==> src/hw/rtl/sha1_pkg.sv <==
package sha1_pkg;

    // Input item kinds.
    localparam logic KIND_DATA   = 1'b0;
    localparam logic KIND_FINISH = 1'b1;

    // Block and padding geometry.
    localparam int BLOCK_BYTES  = 64;
    localparam int LEN_POS      = 56;
    localparam int ROUNDS       = 80;
    localparam int DIGEST_WORDS = 5;
    localparam int ROUND_W      = 7;
    localparam int FILL_W       = 6;
    localparam int TOTAL_W      = 61;
    localparam int INDEX_W      = 3;

    localparam logic [7:0] PAD_MARK = 8'h80;

    localparam logic [31:0] H_INIT [0:DIGEST_WORDS-1] = '{
        32'h67452301, 32'hEFCDAB89, 32'h98BADCFE, 32'h10325476, 32'hC3D2E1F0
    };

    localparam logic [31:0] K_PHASE0 = 32'h5A827999;
    localparam logic [31:0] K_PHASE1 = 32'h6ED9EBA1;
    localparam logic [31:0] K_PHASE2 = 32'h8F1BBCDC;
    localparam logic [31:0] K_PHASE3 = 32'hCA62C1D6;

    typedef struct packed {
        logic       kind;
        logic [7:0] data_byte;
    } msg_item_t;

    typedef struct packed {
        logic [31:0]        digest_word;
        logic [INDEX_W-1:0] word_index;
        logic               last_word;
    } dig_item_t;

    function automatic logic [31:0] rotl(input logic [31:0] x, input int n);
        rotl = (x << n) | (x >> (32 - n));
    endfunction

    // Round function, chosen by which group of twenty rounds is running.
    function automatic logic [31:0] sha1_f(input logic [ROUND_W-1:0] rnd,
                                           input logic [31:0] b,
                                           input logic [31:0] c,
                                           input logic [31:0] d);
        if (rnd < ROUND_W'(20)) begin
            sha1_f = (b & c) | (~b & d);
        end else if (rnd < ROUND_W'(40)) begin
            sha1_f = b ^ c ^ d;
        end else if (rnd < ROUND_W'(60)) begin
            sha1_f = (b & c) | (b & d) | (c & d);
        end else begin
            sha1_f = b ^ c ^ d;
        end
    endfunction

    function automatic logic [31:0] sha1_k(input logic [ROUND_W-1:0] rnd);
        if (rnd < ROUND_W'(20)) begin
            sha1_k = K_PHASE0;
        end else if (rnd < ROUND_W'(40)) begin
            sha1_k = K_PHASE1;
        end else if (rnd < ROUND_W'(60)) begin
            sha1_k = K_PHASE2;
        end else begin
            sha1_k = K_PHASE3;
        end
    endfunction

endpackage

==> src/hw/rtl/sha1_stream_hasher.sv <==
// SHA-1 hasher over a byte stream.
// The msg channel carries items of two kinds: a data item appends one message
// byte, and a finish item closes the message. A data item that does not
// complete a 64-byte block is taken with no stall. The item that completes a
// block starts the compression, which runs one round per cycle through a
// single shared round unit: 80 rounds, then a step that folds the result into
// the chaining words; msg_stall stays high until that fold is done.
// A finish item streams the padding through the same byte path (one byte a
// cycle outside compressions, up to 64 bytes before the length field, then
// 8 length bytes) and runs one or two compressions. The five digest words leave
// on the dig channel, h0 first, one per cycle while the receiver does not stall;
// after the fifth is taken the block is back in its initial state. msg_stall is
// high whenever the block is busy with anything but waiting for the next item.
// A stall on dig simply holds the current word; nothing is lost.
// Reset (rst_n low, asynchronous) loads the initial chaining words, clears the
// byte counts and returns the sequencer to idle. The message bytes themselves
// live in the 16-word schedule window, which needs no reset.
module sha1_stream_hasher (
    input  logic                clk,
    input  logic                rst_n,
    input  logic                msg_valid,
    output logic                msg_stall,
    input  sha1_pkg::msg_item_t msg,
    output logic                dig_valid,
    input  logic                dig_stall,
    output sha1_pkg::dig_item_t dig
);
    import sha1_pkg::*;

    localparam logic [2:0] ST_IDLE     = 3'd0;
    localparam logic [2:0] ST_PAD_ONE  = 3'd1;
    localparam logic [2:0] ST_PAD_ZERO = 3'd2;
    localparam logic [2:0] ST_PAD_LEN  = 3'd3;
    localparam logic [2:0] ST_ROUND    = 3'd4;
    localparam logic [2:0] ST_ADD      = 3'd5;
    localparam logic [2:0] ST_OUT      = 3'd6;

    logic [2:0]         state_reg, state_next;
    logic [2:0]         ret_reg, ret_next;
    logic [FILL_W-1:0]  fill_reg, fill_next;
    logic [TOTAL_W-1:0] total_reg, total_next;
    logic [ROUND_W-1:0] rnd_reg, rnd_next;
    logic [INDEX_W-1:0] idx_reg, idx_next;
    logic [31:0]        h_reg [0:DIGEST_WORDS-1];
    logic [31:0]        h_next [0:DIGEST_WORDS-1];
    logic [31:0]        work_reg [0:DIGEST_WORDS-1];
    logic [31:0]        work_next [0:DIGEST_WORDS-1];
    logic [31:0]        win_reg [0:15];
    logic [31:0]        win_next [0:15];

    logic               push;
    logic [7:0]         push_byte;
    logic [31:0]        round_t;
    logic [31:0]        round_w;

    sha1_round u_round (
        .rnd   (rnd_reg),
        .a     (work_reg[0]),
        .b     (work_reg[1]),
        .c     (work_reg[2]),
        .d     (work_reg[3]),
        .e     (work_reg[4]),
        .w0    (win_reg[0]),
        .w2    (win_reg[2]),
        .w8    (win_reg[8]),
        .w13   (win_reg[13]),
        .t     (round_t),
        .w_new (round_w)
    );

    assign msg_stall        = (state_reg != ST_IDLE);
    assign dig_valid        = (state_reg == ST_OUT);
    assign dig.digest_word  = h_reg[0];
    assign dig.word_index   = idx_reg;
    assign dig.last_word    = (idx_reg == INDEX_W'(DIGEST_WORDS - 1));

    always_comb
    begin
        state_next = state_reg;
        ret_next   = ret_reg;
        fill_next  = fill_reg;
        total_next = total_reg;
        rnd_next   = rnd_reg;
        idx_next   = idx_reg;
        h_next     = h_reg;
        work_next  = work_reg;
        win_next   = win_reg;
        push       = 1'b0;
        push_byte  = 8'h00;

        case (state_reg)
            ST_IDLE:
            begin
                if (msg_valid)
                begin
                    if (msg.kind == KIND_FINISH)
                    begin
                        state_next = ST_PAD_ONE;
                    end
                    else
                    begin
                        push       = 1'b1;
                        push_byte  = msg.data_byte;
                        total_next = total_reg + TOTAL_W'(1);
                    end
                end
            end
            ST_PAD_ONE:
            begin
                push       = 1'b1;
                push_byte  = PAD_MARK;
                state_next = ST_PAD_ZERO;
            end
            ST_PAD_ZERO:
            begin
                // Zeros run on, through a block boundary if need be, until
                // the length field is reached.
                if (fill_reg == FILL_W'(LEN_POS))
                begin
                    state_next = ST_PAD_LEN;
                end
                else
                begin
                    push = 1'b1;
                end
            end
            ST_PAD_LEN:
            begin
                // Bit length, most significant byte first: the byte count
                // shifted left by three.
                push       = 1'b1;
                push_byte  = total_reg[TOTAL_W-1 -: 8];
                total_next = {total_reg[TOTAL_W-9:0], 8'h00};
                if (fill_reg == FILL_W'(BLOCK_BYTES - 1))
                begin
                    state_next = ST_OUT;
                end
            end
            ST_ROUND:
            begin
                work_next[0] = round_t;
                work_next[1] = work_reg[0];
                work_next[2] = rotl(work_reg[1], 30);
                work_next[3] = work_reg[2];
                work_next[4] = work_reg[3];
                for (int i = 0; i < 15; i++)
                begin
                    win_next[i] = win_reg[i + 1];
                end
                win_next[15] = round_w;
                rnd_next     = rnd_reg + ROUND_W'(1);
                if (rnd_reg == ROUND_W'(ROUNDS - 1))
                begin
                    state_next = ST_ADD;
                end
            end
            ST_ADD:
            begin
                for (int i = 0; i < DIGEST_WORDS; i++)
                begin
                    h_next[i] = h_reg[i] + work_reg[i];
                end
                state_next = ret_reg;
            end
            ST_OUT:
            begin
                if (!dig_stall)
                begin
                    for (int i = 0; i < DIGEST_WORDS - 1; i++)
                    begin
                        h_next[i] = h_reg[i + 1];
                    end
                    h_next[DIGEST_WORDS-1] = h_reg[0];
                    idx_next = idx_reg + INDEX_W'(1);
                    if (idx_reg == INDEX_W'(DIGEST_WORDS - 1))
                    begin
                        h_next     = H_INIT;
                        idx_next   = '0;
                        fill_next  = '0;
                        total_next = '0;
                        state_next = ST_IDLE;
                    end
                end
            end
            default:
            begin
                state_next = ST_IDLE;
            end
        endcase

        // Every byte, message or padding, shifts into the window as one
        // 512-bit line. The byte that fills it starts the compression, which
        // returns to wherever the byte stream was heading.
        if (push)
        begin
            for (int i = 0; i < 15; i++)
            begin
                win_next[i] = {win_reg[i][23:0], win_reg[i + 1][31:24]};
            end
            win_next[15] = {win_reg[15][23:0], push_byte};
            fill_next    = fill_reg + FILL_W'(1);
            if (fill_reg == FILL_W'(BLOCK_BYTES - 1))
            begin
                ret_next   = state_next;
                state_next = ST_ROUND;
                rnd_next   = '0;
                work_next  = h_reg;
            end
        end
    end

    always_ff @(posedge clk or negedge rst_n)
    begin
        if (!rst_n)
        begin
            state_reg <= ST_IDLE;
            ret_reg   <= ST_IDLE;
            fill_reg  <= '0;
            total_reg <= '0;
            rnd_reg   <= '0;
            idx_reg   <= '0;
            h_reg     <= H_INIT;
        end
        else
        begin
            state_reg <= state_next;
            ret_reg   <= ret_next;
            fill_reg  <= fill_next;
            total_reg <= total_next;
            rnd_reg   <= rnd_next;
            idx_reg   <= idx_next;
            h_reg     <= h_next;
        end
    end

    always_ff @(posedge clk)
    begin
        work_reg <= work_next;
        win_reg  <= win_next;
    end

endmodule

==> src/hw/rtl/sha1_round.sv <==
module sha1_round (
    input  logic [sha1_pkg::ROUND_W-1:0] rnd,
    input  logic [31:0]                  a,
    input  logic [31:0]                  b,
    input  logic [31:0]                  c,
    input  logic [31:0]                  d,
    input  logic [31:0]                  e,
    input  logic [31:0]                  w0,
    input  logic [31:0]                  w2,
    input  logic [31:0]                  w8,
    input  logic [31:0]                  w13,
    output logic [31:0]                  t,
    output logic [31:0]                  w_new
);
    import sha1_pkg::*;

    // During the rounds the window holds W[r] .. W[r+15], so W[r] is the oldest word.
    assign t     = rotl(a, 5) + sha1_f(rnd, b, c, d) + e + sha1_k(rnd) + w0;
    assign w_new = rotl(w13 ^ w8 ^ w2 ^ w0, 1);

endmodule

==> config.mk <==
export PLATFORM = sky130hd
export DESIGN_NAME = sha1_stream_hasher
export DESIGN_NICKNAME = d
export VERILOG_FILES = /design/src/hw/rtl/sha1_pkg.sv /design/src/hw/rtl/sha1_stream_hasher.sv /design/src/hw/rtl/sha1_round.sv
export SDC_FILE = /design/constraint.sdc
export NUM_CORES = 2
export LEC_CHECK = 0
export ABC_AREA = 1
export BUFFER_PORTS_ARGS = -buffer_cell sky130_fd_sc_hd__buf_4
export CORE_ASPECT_RATIO = 1.5
export CORE_UTILIZATION = 65
export CTS_BUF_LIST = sky130_fd_sc_hd__clkbuf_8
export DETAILED_ROUTE_END_ITERATION = 10
export HOLD_SLACK_MARGIN = 0.03
export PLACE_DENSITY = 0.82
export SLEW_MARGIN = 10
export SYNTH_ARGS = -nofsm -noshare
export SYNTH_HDL_FRONTEND = slang
export SYNTH_SLANG_ARGS = --single-unit
==> constraint.sdc <==
create_clock -name clk -period 20.6 [get_ports clk]
set_clock_uncertainty 0.05 [all_clocks]
set_input_delay 3.09 -clock clk [delete_from_list [all_inputs] [get_ports clk]]
set_output_delay 3.09 -clock clk [all_outputs]
set_load 0.005 [all_outputs]
# After elaboration in Yosys (flattened, before gate mapping)
# Index checks and enable logic that the tools add are counted.
totals:
  register_bits: 915
  wordCells: 137
op_classes:
  add_sub_neg: 13
  order_cmp: 3
  eq_ne: 15
  n_mux: 44
  n_bitwise: 17
  reduce_logical: 13
ops:
  columns: ["operator", "n"]
  rows:
  - ["512-bit two-way mux", 2]
  - ["160-bit two-way mux", 5]
  - ["160-bit case mux with 2 select lines", 1]
  - ["32-bit adder", 9]
  - ["61-bit two-way mux", 4]
  - ["61-bit case mux with 3 select lines", 1]
  - ["32-bit two-way mux", 5]
  - ["32-bit bitwise XOR", 5]
  - ["32-bit bitwise AND", 4]
  - ["32-bit bitwise OR", 3]
  - ["61-bit by 1-bit adder with 61-bit output, second input constant", 1]
  - ["32-bit inverter", 1]
  - ["32-bit by 1-bit bitwise OR with 32-bit output", 1]
  - ["32-bit by 30-bit bitwise OR with 32-bit output", 1]
  - ["32-bit by 5-bit bitwise OR with 32-bit output", 1]
  - ["31-bit two-way mux", 1]
  - ["3-bit two-way mux", 10]
  - ["6-bit two-way mux", 4]
  - ["8-bit case mux with 3 select lines", 1]
  - ["7-bit two-way mux", 3]
  - ["3-bit case mux with 7 select lines", 1]
  - ["8-bit two-way mux", 2]
  - ["7-bit by 6-bit < comparator with 1-bit output, second input constant", 2]
  - ["3-bit equality test, second input constant", 4]
  - ["other kinds (20)", 33]

# Logic depth before layout (Yosys ltp)
logic_depth:
  word_depth: 13
  depth_mapped: 28
  depth_no_buf: 27

# By module
# A second synthesis with hierarchy kept.
hier_totals:
  cells_unflattened: 8400
  area_unflattened_um2: 60406.7
modules_own_cells:
  columns: ["module", "n_inst", "cells_per_inst", "area_per_inst_um2", "seq_area_each_um2"]
  rows:
  - ["sha1_stream_hasher", 1, 7386, 53273.6, 24758.7]
  - ["sha1_round", 1, 1014, 7133.1, 0.0]

# Worst setup path after synthesis
# Ideal clock, no wire load.
synth_timing:
  path_kind: "input -> register"
  from: "input msg_valid"
  to: "register win_reg[0] (netlist name) (enable)"
  setup_time_ns: 0.902
  t_arrival_ns: 14.986
  t_required_ns: 19.648
  path_slack_ns: 4.662
  cell_stages: 9
  cell_sequence: "inv_1 nor3_2 nor2_1 nand2_2 inv_2 buf_2 buf_2 buf_2 nand2_1"
synth_between:
  elab_chain_len: 3
synth_rtl:
  columns: ["item", "line", "rtl"]
  rows:
  - ["start: declaration", "sha1_stream_hasher.sv:21", "input logic msg_valid,"]
  - ["1-bit two-way mux", "sha1_stream_hasher.sv:94", "if (msg_valid)"]
  - ["1-bit case mux with 3 select lines", "sha1_stream_hasher.sv:91", "case (state_reg)"]
  - ["2-bit nonzero test (no line)", null, null]
  - ["end signal: assignment", "sha1_stream_hasher.sv:239", "win_reg <= win_next;"]
  - ["end: declaration", "sha1_stream_hasher.sv:48", "logic [31:0] win_reg [0:15];"]
# No other way between the ends.
# A chain may end at the register's enable or synchronous reset.

==> results.cfg <==
[outcome]
status = finished, final reports clean

[critical_path]
endpoint = win_reg[432]
startpoint = msg_valid
slowest_delay_ns = 0.94
r2r_start = rnd_reg[5]
reg2reg_to = work_reg[159]
slowest_stage = buf_4
crit_top_cell = buf_4
cp_cell_sequence = buf_4 -> inv_1 -> nor3_2 -> buf_4 -> nor2_1 -> nand2_8 -> inv_8 -> buf_4 -> buf_4 -> buf_4 -> o21ai_0
cp.required_ns = 21.14
r2r_slack_ns = 13.10
reg2regPathDepth = 23
path_class = input pin to flop
cp-start-kind = input pin
end_kind = flop
critPathArrivalTime_ns = 8.15
cp_max_fo = 189

[routing]
via_per_inst = 6.196
routed_wl_um = 216100
ant_nets = 0
dr.pass1.iters = 9
drc_errors = 0
vias = 55460
wire_per_inst_um = 24.14
drt_iter0_markers = 6598

[synth]
synth_cells = 7763
synth_top_area_share_pct = 26.36
synth_top_family_by_area = simple AND/OR/NAND/NOR gates
synthFlopType = edfxtp_1
syn-num-nets = 8100
synthAdderAreaFrac_pct = 8.455
netlist_area_mm2 = 0.05833
synthMuxAreaShare_pct = 0
synth.area.top_cells = edfxtp_1 (26%), nand2_1 (18%), dfrtp_1 (7.0%)
ys_seq_elements = 915
synth_warnings = 0
yosysUniqueCellTypes = 51
synth_seq_area_share_pct = 42.44
async_reset_ff_share_pct = 26.56
synthXorXnorAreaFrac_pct = 2.913
synth-simple-area-share_pct = 27.37
synth_compound_area_share_pct = 11.48
yosys.area.top_type = edfxtp_1
synth_edf_count = 512
synth.avg_cell_area_um2 = 7.514

[power_and_ir_drop]
pwr-share-seq_pct = 39.3
p_comb_share_pct = 35.8
p_per_area_mw_per_mm2 = 99.60
power_frac_clock_pct = 24.9
power.switching_mw = 2.603
swShare_pct = 42.31
total_power_mw = 6.153
ir_drop_mv = 0.1123
internal_power_mw = 3.549
leakage_nw = 27.79

[finish]
layout-drive-gt1-share_pct = 5.150
final_cells = 8952
nets = 8009
areaGrowthSynthToFinish_pct = 5.896
n_fill_cell = 7303
largest_reg_flops = 512

[clock_tree]
cts-buffers-inserted = 143
tritoncts = built
hold_buffers = 0
htree_levels = 4
post_cts_buffers = 0
insertion_delay_ns = 0.92
cts.sinks = 915
cts_buffer_depth = 3
root_buffer = clkbuf_8
cts_resized = 0
path_clk_slew_ns = 0.07

[timing]
slew_headroom_pct = 10.32
fin_crit_sh_pct = 36.94
layout_setup_ws_ns = 12.99
min_period_ns = 7.609
fmax_mhz = 131.4
finalMaxSlewViolations = 0
worst_pin_slew_ns = 1.345
hold_slack_ns = 0.4330
setup_tns_ns = 0
rsz0062_at_grt = false
setup_viol = 0
final_hold_viol_count = 0

[placed_design]
numPortBuffers = 50
gp_congestion = 1.140
place_hpwl_um = 153400
pre_cts_slack_ns = 12.16
place_inst = 8682

[hold_path]
min_path_type = flop to flop

[global_routing]
grt_pass1_wl_um = 316600
gr-usage-all-layers_pct = 47.29
grt_pass1_vias = 53110
antenna_found_initial = 9
gr-total-overflow = 0
grt_max_degree = 204

[die]
rows = 134
design.portCount = 51
die_h_um = 368.9
core-area_mm2 = 0.08886
dieArea_mm2 = 0.09097
fp.dieW_um = 246.6
start_util_pct = 65.65

[run]
drv_cap = 0
[cells in the final DEF, fill, tap and decap left out, drive strengths merged, types with 46 or more instances in the layout]
| master | netlist | final |
|---|---|---|
| ha | 207 | 207 |
| xor2 | 79 | 79 |
| edfxtp | 512 | 512 |
| inv | 725 | 795 |
| a21oi | 506 | 506 |
| nand4 | 50 | 50 |
| a22oi | 52 | 52 |
| nand2 | 2846 | 2846 |
| nor2 | 719 | 719 |
| clkbuf | 142 | 154 |
| xnor2 | 115 | 115 |
| o21ai | 517 | 517 |
| dfstp | 80 | 80 |
| dfrtp | 163 | 163 |
| a31oi | 46 | 46 |
| buf | 185 | 91 |
| nor3 | 59 | 59 |
| nand3 | 294 | 294 |
| fa | 117 | 117 |
| dfxtp | 160 | 160 |
[how the worst min path moves through the flow]
stage	startpoint	end	slack (ns)	cells past startpoint
floorplan	ret_reg[2]	ret_reg[2]	0.39	2
global placement	ret_reg[2]	ret_reg[2]	0.41	2
detailed placement	ret_reg[2]	ret_reg[2]	0.42	2
CTS	ret_reg[2]	ret_reg[2]	0.43	2
global route	h_reg[7]	h_reg[7]	0.47	2
finish	ret_reg[2]	ret_reg[2]	0.43	2
[through the flow]
step	area, um2	utilization (%)
after global placement	59020	66.42
after detailed placement	59020	66.42
final	61770	69.52
after floorplan	58330	-
after global routing	61760	69.50
after CTS	61740	69.48
[Yosys cell counts, types with 25 or more instances]
cell type,number
nand2_1,2843
inv_1,715
nor2_1,715
edfxtp_1,512
a21oi_1,506
o21ai_0,483
nand3_1,293
ha_1,207
dfrtp_1,163
dfxtp_1,160
clkbuf_1,142
buf_2,130
fa_1,117
xnor2_1,115
dfstp_2,80
xor2_1,79
nor3_1,58
a22oi_1,52
nand4_1,50
a31oi_1,46
buf_4,43
o21ai_1,33
nand3b_1,25
o211ai_1,25
[power by group through the flow]
stage          Sequential, mW  Clock, mW  Combinational, mW
2_1_floorplan            2.30          0               1.40
3_3_place_gp             2.42          0               2.02
3_5_place_dp             2.43          0               2.05
4_1_cts                  2.39       1.53               2.06
5_1_grt                  2.42       1.61               2.37
6_report                 2.42       1.53               2.20
[area by class of cell]
type                       instances  area (um2)  area share, %
multi-input combinational       5794       29350          47.51
sequential                       915       24760          40.08
inverter                         727        2759          4.466
clock buffer                     154        2120          3.431
tap                             1156        1446          2.341
timing repair buffer              91       715.7          1.159
clock inverter                   106       600.6         0.9722
antenna                            9       22.52        0.03646
[per-layer routing]
| metal | vias to the layer above | routed length (um) | part of all wire [%] | track usage [%] |
|---|---|---|---|---|
| met3 | 1069 | 23570 | 11 | 13.75 |
| li1 | 25050 | - | - | - |
| met4 | 8 | 23180 | 11 | 41.99 |
| met1 | 25860 | 72800 | 34 | 52.48 |
| met2 | 3481 | 96510 | 45 | 73.56 |
| met5 | - | 45 | 0.021 | 0 |
[critical path: cells and delay by family]
family	cells	cell delay (ns)
buffers and inverters	7	3.85
AND/OR/NAND/NOR	3	0.77
AO/OA/AOI/OAI	1	0.21
[cells by family (layout without fill, tap and decap cells)]
kind of cell	count (synthesis)	in the layout
flip-flops	915	915
XOR/XNOR	194	194
buffers and inverters	1054	1078
AND/OR/NAND/NOR	4038	4038
adder cells (fa/ha/maj)	324	324
other	0	9
AO/OA/AOI/OAI	1238	1238
Power figures use the tool's default switching activity.
